==> config.mk <==
export PLATFORM = sky130hd
export DESIGN_NAME = acm_iter
export DESIGN_NICKNAME = d
export VERILOG_FILES = /design/src/sv/acm_pkg.sv /design/src/sv/acm_iter.sv
export SDC_FILE = /design/constraint.sdc
export NUM_CORES = 1
export LEC_CHECK = 0
export CAP_MARGIN = 20
export CELL_PAD_IN_SITES_DETAIL_PLACEMENT = 0
export CELL_PAD_IN_SITES_GLOBAL_PLACEMENT = 2
export CORE_MARGIN = 8
export CORE_UTILIZATION = 36
export CTS_CLUSTER_DIAMETER = 200
export DETAILED_ROUTE_END_ITERATION = 8
export DONT_BUFFER_PORTS = 1
export MAX_ROUTING_LAYER = met4
export PLACE_DENSITY_LB_ADDON = 0.1
export RECOVER_POWER = 100
export REMOVE_ABC_BUFFERS = 1
export SLEW_MARGIN = 25
export SYNTH_ARGS = -nofsm -noshare
export SYNTH_HDL_FRONTEND = slang
export SYNTH_SLANG_ARGS = --single-unit
==> constraint.sdc <==
create_clock -name clk -period 3.1 [get_ports clk]
set_clock_uncertainty 0.05 [all_clocks]
set_input_delay 0.62 -clock clk [delete_from_list [all_inputs] [get_ports clk]]
set_output_delay 0.62 -clock clk [all_outputs]
set_load 0.005 [all_outputs]
==> src/sv/acm_pkg.sv <==
package acm_pkg;

    // Port widths fixed by the item format
    localparam int ADDR_BITS    = 7;
    localparam int CODE_BITS    = 7;
    localparam int IO_WORD_BITS = 32;

    // Defaults for the top-level parameters
    localparam int MEM_CELLS_DEF = 128;
    localparam int WORD_BITS_DEF = 32;

    // Request kinds
    localparam logic OP_EXEC  = 1'b0;
    localparam logic OP_WRITE = 1'b1;

    // Instruction codes
    localparam logic [CODE_BITS-1:0] CODE_ADD  = 7'h30;
    localparam logic [CODE_BITS-1:0] CODE_SUB  = 7'h31;
    localparam logic [CODE_BITS-1:0] CODE_DIV  = 7'h32;
    localparam logic [CODE_BITS-1:0] CODE_MUL  = 7'h33;
    localparam logic [CODE_BITS-1:0] CODE_JNEG = 7'h41;
    localparam logic [CODE_BITS-1:0] CODE_JZ   = 7'h42;
    localparam logic [CODE_BITS-1:0] CODE_SUBC = 7'h76;

    // Command to the serial multiply/divide unit
    typedef struct packed {
        logic start;
        logic is_div;
    } iter_cmd_t;

endpackage

==> src/sv/acm_iter.sv <==
module acm_iter #(
    parameter int WORD_BITS = 32
) (
    input  logic                 clk,
    input  logic                 rst_n,
    input  acm_pkg::iter_cmd_t   cmd,
    input  logic [WORD_BITS-1:0] opa,
    input  logic [WORD_BITS-1:0] opb,
    output logic                 done,
    output logic [WORD_BITS-1:0] result
);
    import acm_pkg::*;

    localparam int CW = $clog2(WORD_BITS + 1);

    logic                 busy_reg;
    logic                 done_reg;
    logic                 is_div_reg;
    logic [CW-1:0]        cnt_reg;
    // x: dividend/quotient or multiplier; y: divisor or multiplicand;
    // r: remainder or running product
    logic [WORD_BITS-1:0] x_reg;
    logic [WORD_BITS-1:0] y_reg;
    logic [WORD_BITS-1:0] r_reg;

    logic [WORD_BITS:0]   r_shift;
    logic [WORD_BITS:0]   r_diff;

    // One restoring-divide step
    assign r_shift = {r_reg, x_reg[WORD_BITS-1]};
    assign r_diff  = r_shift - {1'b0, y_reg};

    // Sequencing
    always_ff @(posedge clk or negedge rst_n)
    begin
        if (!rst_n)
        begin
            busy_reg <= 1'b0;
            done_reg <= 1'b0;
            cnt_reg  <= '0;
        end
        else
        begin
            done_reg <= 1'b0;
            if (cmd.start)
            begin
                busy_reg <= 1'b1;
                cnt_reg  <= CW'(WORD_BITS);
            end
            else if (busy_reg)
            begin
                cnt_reg <= cnt_reg - 1'b1;
                if (cnt_reg == CW'(1))
                begin
                    busy_reg <= 1'b0;
                    done_reg <= 1'b1;
                end
            end
        end
    end

    // Datapath: one bit per cycle
    always_ff @(posedge clk)
    begin
        if (cmd.start)
        begin
            is_div_reg <= cmd.is_div;
            x_reg      <= opa;
            y_reg      <= opb;
            r_reg      <= '0;
        end
        else if (busy_reg)
        begin
            if (is_div_reg)
            begin
                if (!r_diff[WORD_BITS])
                begin
                    r_reg <= r_diff[WORD_BITS-1:0];
                    x_reg <= {x_reg[WORD_BITS-2:0], 1'b1};
                end
                else
                begin
                    r_reg <= r_shift[WORD_BITS-1:0];
                    x_reg <= {x_reg[WORD_BITS-2:0], 1'b0};
                end
            end
            else
            begin
                if (x_reg[0])
                    r_reg <= r_reg + y_reg;
                y_reg <= {y_reg[WORD_BITS-2:0], 1'b0};
                x_reg <= {1'b0, x_reg[WORD_BITS-1:1]};
            end
        end
    end

    assign done   = done_reg;
    assign result = is_div_reg ? x_reg : r_reg;

endmodule

Word level (Yosys, flattened, before mapping) --
Cells that the tools add are included.
Operators by class: $add $sub $neg 3, equal/unequal tests 2, muxes and demuxes 19, reduce and logical (&&, ||, !) cells 4
Operator list (count):
- $mux W32 | 10
- $sub A33 B32 Y33 | 1
- $add A32 B32 Y32 | 1
- $mux W6 | 2
- $mux W1 | 7
- $eq A6 B1 Y1 const B | 1
- $sub A6 B1 Y6 const B | 1
- $reduce_and A2 Y1 | 2
- $reduce_bool A2 Y1 | 2
- $ne A2 B2 Y1 const B | 1
Storage, ports and cells: flip-flop bits (word level) 105, input bits 68, output and inout bits 33, word-level logic and storage cells 35

Longest topological paths before layout --
Gate-level depths: netlist (run 1).
depth in word-level cells 5, gate-level depth with buffers 14, mapped depth without buffers 12

Worst setup path before layout (run 1) --
Ideal clock, no wire load.
kind register -> register, start point reg y_reg[0], end point reg r_reg[28], library setup time 0.088 ns, arrival time 2.933 ns, required time 2.962 ns, setup slack 0.028 ns, stages on the path, launching flop included 13, buffers on the path 0, period minus slack after synthesis 3.072 ns, cell sequence edfxtp_1 > ha_1 > inv_1 > fa_1 > nand2b_1 > a2111oi_4 > o32ai_2 > o41ai_4 > a31oi_4 > a21boi_4 > nor3b_2 > o21ai_1 > a311oi_2
On the way: word-level cells in the longest chain between the ends 3, elaborated cells between the ends (all ways) 5, classes of those cells add/sub (2); mux (3)
RTL lines:
- start, declared | line acm_iter.sv:23 | logic [WORD_BITS-1:0] y_reg;
- start signal, assigned | line acm_iter.sv:69 | y_reg <= opb;
- start signal, assigned | line acm_iter.sv:91 | y_reg <= {y_reg[WORD_BITS-2:0], 1'b0};
- $sub A33 B32 Y33 / $add A32 B32 Y32 (equally long branches) | line acm_iter.sv:31, acm_iter.sv:90
- $mux W32 (on tied branches) | line acm_iter.sv:76, acm_iter.sv:89
- $mux W32 (*) | line acm_iter.sv:74 | if (is_div_reg)
- end signal, assigned | line acm_iter.sv:78 | r_reg <= r_diff[WORD_BITS-1:0];
- end signal, assigned | line acm_iter.sv:83 | r_reg <= r_shift[WORD_BITS-1:0];
- end signal, assigned | line acm_iter.sv:90 | r_reg <= r_reg + y_reg;
- end, declared | line acm_iter.sv:24 | logic [WORD_BITS-1:0] r_reg;
Every way passes the cells marked *; elsewhere a longest branch is shown, timed or not. The select of a mux whose other input is x is not followed. A chain may end at the register's enable or synchronous reset.

Worst setup path in the final report (run 1) --
start point reg y_reg[0], end point reg x_reg[0] (data pin)
On the way: word-level cells in the longest chain between the ends 5
RTL lines:
- $sub A33 B32 Y33 | line acm_iter.sv:31 | assign r_diff = r_shift - {1'b0, y_reg};
- $mux W1 | line acm_iter.sv:76 | if (!r_diff[WORD_BITS])
- $mux W32 | line acm_iter.sv:74
- $mux W32 | line acm_iter.sv:72 | else if (busy_reg)
- $mux W32 | line acm_iter.sv:65 | if (cmd.start)
- end signal, assigned | line acm_iter.sv:68 | x_reg <= opa;
- end signal, assigned | line acm_iter.sv:79 | x_reg <= {x_reg[WORD_BITS-2:0], 1'b1};
- end signal, assigned | line acm_iter.sv:84 | x_reg <= {x_reg[WORD_BITS-2:0], 1'b0};
- end, declared | line acm_iter.sv:22 | logic [WORD_BITS-1:0] x_reg;
No other way between the ends. The select of a mux whose other input is x is not followed.

==> reports/qor.csv, run 1 <==
stage;metric;value;unit
clock_tree;Num CTS Buffers;9;
power_and_ir_drop;total power;9020;uW
routing;Post-Route WL;30100;um
clock_tree;clk_lat worst skew;370;ps
power_and_ir_drop;static leakage;0.00479;uW
yosys;Ys Warns;0;
finish;post-route cell area;10800;um^2
yosys;post-synth top area cell;edfxtp_1;
routing;drt drc;0;
worst_hold_path;worst hold path type;in -> reg;
yosys;top post-synthesis cells by count;nand2_1, o21ai_0, nor2_1, a21oi_1;
routing;1st-iter DRT viols;456;
routing;DRT Pass-1 Iters;5;
yosys;cell count after synthesis;1059;
grt;vias in the first global route;8376;
worst_setup_path;WP buf/inv;3;
yosys;Async SR Flop Fraction;0.0762;
outcome;status;finished with violations;
die;initial core utilization;0.367;
yosys;Synth Cell Area;8960;um^2
placed_design;PortBufs;0;
yosys;Cell variety after synth;79;
yosys;most frequent cell after synthesis;nand2_1;
routing;via/cell ratio;5.38;
timing;FMAX;318;MHz
worst_hold_path;Hold Path Cell Cnt;1;
worst_hold_path;Worst Hold End;cnt_reg[2]$_DFFE_PN0P_;
timing;fin crit period;3150;ps
die;chip height;174;um
worst_setup_path;Crit path max-delay family;compound AO/OA/AOI/OAI gates;
die;Core ar.;24400;um^2
finish;register area;2790;um^2
worst_setup_path;Worst Path Required;3180;ps
timing;slew at the pin with the worst max-slew slack;1090;ps
finish;fill count;2499;
timing;unrepaired setup endpoints after global routing;true;
clock_tree;H-Tree Depth;3;
routing;DR vias;8088;
grt;total gr overflow;0;
placed_design;dpl ws;-384;ps
worst_setup_path;CP Max Fanout;10;
worst_setup_path;flop-to-flop setup slack;-50;ps
clock_tree;clk sink count;105;
die;Cell Rows;57;
timing;Final Cycle Share;1.01;
clock_tree;Worst-path clk slew;90;ps
timing;Max Slew Vio Count;0;
finish;nets@finish;1308;
worst_setup_path;CP cell instances;buf_4 > ha_4 > fa_2 > nor2b_4 > o31a_1 > o31a_1 > o211a_1 > o311ai_2 > nor2_2 > bufbuf_16 > buf_4 > mux2i_1 > o21ai_0;
finish;layout overhead on the synthesized area;20.9;%
timing;Final Worst Setup Slack;-45.7;ps
grt;largest net degree at the start of global routing;157;
worst_setup_path;stages on the worst setup path;13;
placed_design;DP Area;10300;um^2
placed_design;gpl congestion;0.833;
timing;Slew Limit Headroom;0.275;
grt;global-route wire length before repair;47700;um
worst_setup_path;WS Path Type;reg -> reg;
yosys;Post-synth EDFFs;65;
worst_setup_path;CP arrival;3220;ps
finish;multi-input logic area;5860;um^2
finish;fraction of layout cells with a size suffix above 1;0.201;
worst_setup_path;worst reg2reg path depth;13;
worst_setup_path;Setup crit end kind;flip-flop;
yosys;Syn Area/Cell;8.46;um^2
grt;initial antenna violation count;1;
clock_tree;clock buffer depth;2;
die;I/O Pins;101;
yosys;Yosys top cell area share;0.218;
worst_hold_path;hold_sp;cmd[1];
worst_setup_path;reg2reg start;y_reg[0]$_SDFFCE_PN0P_;
worst_setup_path;worst reg2reg endpoint;x_reg[0]$_DFFE_PP_;
yosys;ys flop type;edfxtp_1;
routing;ANT nets after route;0;
routing;post-DR wirelength/cell;20.0;um
power_and_ir_drop;PD cells;832;nW/um^2
yosys;Synth area leaders;edfxtp_1, ha_1, dfxtp_1;
timing;final setup violation count;9;
grt;gr usage total;0.203;
worst_setup_path;delay of the slowest critical-path stage;380;ps
yosys;post-synthesis register bit count;105;
power_and_ir_drop;Max IR drop VDD;0.000328;V
yosys;sequential element share of the synthesized area;0.312;
die;die footprint;30200;um^2
placed_design;DP Wirelength;22900;um
worst_setup_path;kind of start point of the critical path;flip-flop;
outcome;violated checks;negative setup slack;
clock_tree;CTS tree;done;
die;die extent in x;174;um
timing;Hold Vio Cnt, Final;0;
worst_setup_path;CP max-delay cell;edfxtp_1;
timing;setup TNS;-200;ps
clock_tree;CTS root buffer;clkbuf_16;
flow_run;Max-Cap Viols;0;
-- power by group --
part,switching (uW),internal (uW)
registers,263,1800
clock network,660,580
logic,3000,2710
-- logic make-up after synthesis --
group / count (synthesis) / share of synthesized area
XOR/XNOR: 54 / 0.0528
flip-flops: 105 / 0.312
AO/OA/AOI/OAI: 348 / 0.254
AND/OR/NAND/NOR: 301 / 0.152
adder cells (fa/ha/maj): 67 / 0.0952
buffers and inverters: 114 / 0.0515
multiplexers: 70 / 0.0829
-- per-layer routing --
layer	wire length, um	GRT usage
met5	0	-
met3	966	0.0268
met4	495	0.0574
met2	13900	0.326
met1	14700	0.264
-- cell type report --
class,count,area share
multi-input combinational,840,0.541
sequential,105,0.258
timing repair buffer,160,0.116
tap,324,0.0374
clock buffer,9,0.0208
inverter,57,0.0197
clock inverter,7,0.00797
antenna,1,0.000231
-- through the flow --
step	cells	utilization	hold WS, ps
after global routing	1503	0.444	249
after detailed placement	1472	0.420	275
after CTS	1497	0.440	250
final	1503	0.444	264
after global placement	1472	0.420	275
after floorplan	1002	-	274
-- worst register-to-register path: cells and delay by family (launching register included) --
kind | cells | cell delay [ps]
AO/OA/AOI/OAI | 5 | 1240
multiplexers | 1 | 130
adder cells (fa/ha/maj) | 2 | 360
flip-flops | 1 | 380
buffers and inverters | 3 | 570
AND/OR/NAND/NOR | 2 | 170
-- worst max-delay path by stage --
stage	start	end
floorplan	is_div_reg$_DFFE_PP_	r_reg[31]$_SDFFE_PP0P_
global placement	y_reg[0]$_SDFFCE_PN0P_	r_reg[8]$_SDFFE_PP0P_
detailed placement	y_reg[0]$_SDFFCE_PN0P_	r_reg[8]$_SDFFE_PP0P_
CTS	y_reg[0]$_SDFFCE_PN0P_	r_reg[28]$_SDFFE_PP0P_
global route	y_reg[0]$_SDFFCE_PN0P_	r_reg[12]$_SDFFE_PP0P_
finish	y_reg[0]$_SDFFCE_PN0P_	x_reg[0]$_DFFE_PP_
-- cell usage in the layout (no fill, tap or decap), types with 5 or more instances in the layout --
cell       synthesis  layout
a21o_1            26      26
or3_1              5       5
nor2b_1            8       7
a31oi_1           14      14
o21ai_0          115     111
xnor2_1           32      32
nand2b_1          11      10
o21a_1             9       9
clkbuf_16          0       9
o221ai_1           5       5
a21boi_0           9       8
mux2i_1           36      36
mux2_4             0       5
edfxtp_1          65      65
mux2_2            34       7
nor3_1            22      22
mux2_1             0      22
o21bai_1           8       7
nand4_1            9       9
buf_4              2     144
and3_1             8       8
a21oi_2            3       9
inv_1             57      55
nor2_1            79      78
dfxtp_1           32      31
o21ai_1            4       8
o22ai_1            8       6
o31ai_1            7       7
a211oi_1          10      10
nand3_1           13      13
nand2_1          123     123
a21oi_1           77      71
xor2_1            22      21
ha_1              65      61
dfrtp_1            8       8
-- repair_timing --
item | CTS | global route
gates resized for setup | 20 | 24
hold buffers | 1 | 0
setup buffers | 7 | 5
pin swaps | 20 | 8
gates cloned | 1 | 0
endpoints found under the setup margin | 33 | 33
endpoints found under the hold margin | 8 | 0
Power figures use the tool's default switching activity.
==> run 2, diff against run 1 <==
CORE_ASPECT_RATIO = 1.1   (was unset)
CTS_BUF_LIST = sky130_fd_sc_hd__clkbuf_16   (was unset)
==> reports/qor.csv, run 2 (synthesis gave the netlist of run 1 again) <==
stage;metric;value;unit;change
outcome;status;finished with violations;;unchanged
outcome;violated checks;negative setup slack;;unchanged
power_and_ir_drop;Seq pwr share;0.224;;was 0.229
power_and_ir_drop;Sw Ratio;0.441;;was 0.435
power_and_ir_drop;total power;9240;uW;was 9020 uW
finish;post-route cell area;10800;um^2;about the same
worst_setup_path;CP Max Fanout;6;;was 10
clock_tree;CTS root buffer;clkbuf_16;;unchanged
die;chip height;181;um;was 174 um
grt;largest net degree at the start of global routing;157;;unchanged
clock_tree;clock buffer depth;2;;unchanged
placed_design;gpl congestion;0.915;;was 0.833
routing;Post-Route WL;31400;um;was 30100 um
worst_setup_path;WS Path Type;reg -> reg;;unchanged
power_and_ir_drop;Comb pwr share;0.639;;was 0.633
worst_setup_path;Worst Path Required;3330;ps;was 3180 ps
flow_run;Max-Cap Viols;0;;unchanged
power_and_ir_drop;Psw;4070;uW;was 3930 uW
timing;Final Worst Setup Slack;-43.9;ps;was -45.7 ps
routing;1st-iter DRT viols;535;;was 456
worst_setup_path;Setup crit end kind;flip-flop;;unchanged
worst_setup_path;WP buf/inv;2;;was 3
grt;global-route wire length before repair;48800;um;was 47700 um
finish;nets@finish;1300;;was 1308
grt;gr usage total;0.211;;was 0.203
worst_setup_path;kind of start point of the critical path;flip-flop;;unchanged
finish;fill count;2520;;was 2499
power_and_ir_drop;internal power;5160;uW;was 5090 uW
grt;initial antenna violation count;0;;was 1
placed_design;PortBufs;0;;unchanged
timing;setup TNS;-192;ps;was -200 ps
die;die footprint;30200;um^2;about the same
finish;commonest non-fill, non-tap cell in the layout;buf_4;;unchanged
grt;met3 Use GR;0.0262;;was 0.0268
timing;Max Slew Vio Count;0;;unchanged
timing;unrepaired setup endpoints after global routing;true;;unchanged
die;I/O Pins;101;;unchanged
grt;routing usage on met1;0.257;;was 0.264
timing;slew at the pin with the worst max-slew slack;696;ps;was 1090 ps
timing;Final Cycle Share;1.01;;about the same
routing;DR vias;8115;;was 8088
timing;final setup violation count;9;;unchanged
finish;fraction of layout cells with a size suffix above 1;0.224;;was 0.201
worst_setup_path;CP arrival;3370;ps;was 3220 ps
grt;grt peak-use layer;met2;;unchanged
placed_design;DP Wirelength;23900;um;was 22900 um
routing;DRT Pass-1 Iters;5;;unchanged
worst_setup_path;CP cell instances;buf_4 > ha_4 > fa_2 > nor2b_4 > o31a_1 > o31a_1 > o211a_1 > o311ai_4 > nor2_4 > buf_6 > mux2i_1 > nand2_1 > a311oi_1;;was buf_4 > ha_4 > fa_2 > nor2b_4 > o31a_1 > o31a_1 > o211a_1 > o311ai_2 > nor2_2 > bufbuf_16 > buf_4 > mux2i_1 > o21ai_0
grt;met2 Usage GRT;0.370;;was 0.326
worst_setup_path;Crit path max-delay family;compound AO/OA/AOI/OAI gates;;unchanged
worst_setup_path;delay of the slowest critical-path stage;410;ps;was 380 ps
routing;drt drc;0;;unchanged
worst_hold_path;worst hold path type;in -> reg;;unchanged
worst_setup_path;critical path's most frequent cell;o31a_1;;
power_and_ir_drop;Max IR drop VDD;0.000378;V;was 0.000328 V
timing;Hold Vio Cnt, Final;0;;unchanged
clock_tree;H-Tree Depth;3;;unchanged
die;initial core utilization;0.366;;was 0.367
clock_tree;Worst-path clk slew;100;ps;was 90 ps
power_and_ir_drop;static leakage;0.00476;uW;was 0.00479 uW
clock_tree;clk_lat worst skew;370;ps;about the same
finish;layout overhead on the synthesized area;21.0;%;was 20.9%
placed_design;DP Area;10200;um^2;was 10300 um^2
worst_setup_path;CP max-delay cell;edfxtp_1;;unchanged
routing;ANT nets after route;0;;unchanged
die;Cell Rows;60;;was 57
timing;Slew Limit Headroom;0.534;;was 0.275
clock_tree;clk sink count;105;;unchanged
grt;vias in the first global route;8506;;was 8376
timing;FMAX;318;MHz;about the same
finish;# diodes;0;;was 1
routing;via/cell ratio;5.48;;was 5.38
grt;total gr overflow;0;;unchanged
die;die extent in x;166;um;was 174 um
clock_tree;CTS tree;done;;unchanged
power_and_ir_drop;PD cells;852;nW/um^2;was 832 nW/um^2
routing;post-DR wirelength/cell;21.2;um;was 20.0 um
power_and_ir_drop;Clk pwr share;0.137;;was 0.138
clock_tree;Num CTS Buffers;9;;unchanged
finish;Final Util;0.443;;was 0.444
finish;commonest non-fill, non-tap cells in the layout;buf_4, nand2_1, o21ai_0;;unchanged
die;Core ar.;24500;um^2;was 24400 um^2
timing;fin crit period;3140;ps;was 3150 ps
-- run 2: layout make-up --
| cell class | instances | area (um^2) | area share |
|---|---|---|---|
| timing repair buffer | 152 | 1230 | 0.114 |
| clock inverter | 7 | 86.3 | 0.00796 |
| multi-input combinational | 840 | 5910 | 0.545 |
| clock buffer | 9 | 225 | 0.0208 |
| tap | 310 | 388 | 0.0358 |
| inverter | 57 | 214 | 0.0197 |
| sequential | 105 | 2790 | 0.257 |
-- run 2: worst paths after layout --
check,from,to,slack [ps],cells after the start
max reg2reg,y_reg[0]$_SDFFCE_PN0P_,r_reg[24]$_SDFFE_PP0P_,-40,13
max in group asynchronous,rst_n,cnt_reg[3]$_DFFE_PN0P_,2180,1
min reg2reg,cnt_reg[4]$_DFFE_PN0P_,cnt_reg[4]$_DFFE_PN0P_,510,2
min,cmd[1],cnt_reg[0]$_DFFE_PN0P_,260,1
max,y_reg[0]$_SDFFCE_PN0P_,r_reg[24]$_SDFFE_PP0P_,-40,13
min in group asynchronous,rst_n,busy_reg$_DFF_PN0_,540,1
-- run 2: routing by layer --
layer / vias up / part of all wire
met5: - / 0
met4: 0 / 0.011
met3: 18 / 0.030
met2: 140 / 0.50
met1: 3870 / 0.46
li1: 4087 / -
-- run 2: timing repair --
action | 4_1_cts | 5_1_grt
setup endpoints to repair | 24 | 33
pin swaps | 13 | 29
endpoints found under the hold margin | 8 | 0
gates resized for setup | 26 | 43
hold buffers | 1 | 0
cloned | 1 | 0
setup buffers | 8 | 2
-- run 2: power by group through the flow --
stage	registers [uW]	logic (uW)	clock network, uW
after detailed placement	2100	5440	0
final	2070	5910	1260
after global routing	2110	6460	1340
after floorplan	2060	3390	0
after CTS	2070	5760	1300
after global placement	2100	5480	0
-- run 2: through the flow --
| step | std cells | hold WS (ps) | worst slack (ps) |
|---|---|---|---|
| after floorplan | 1002 | 274 | -1360 |
| after global placement | 1452 | 275 | -119 |
| after detailed placement | 1452 | 275 | -178 |
| after CTS | 1478 | 247 | -38.0 |
| after global routing | 1480 | 246 | -198 |
| final | 1480 | 257 | -43.9 |
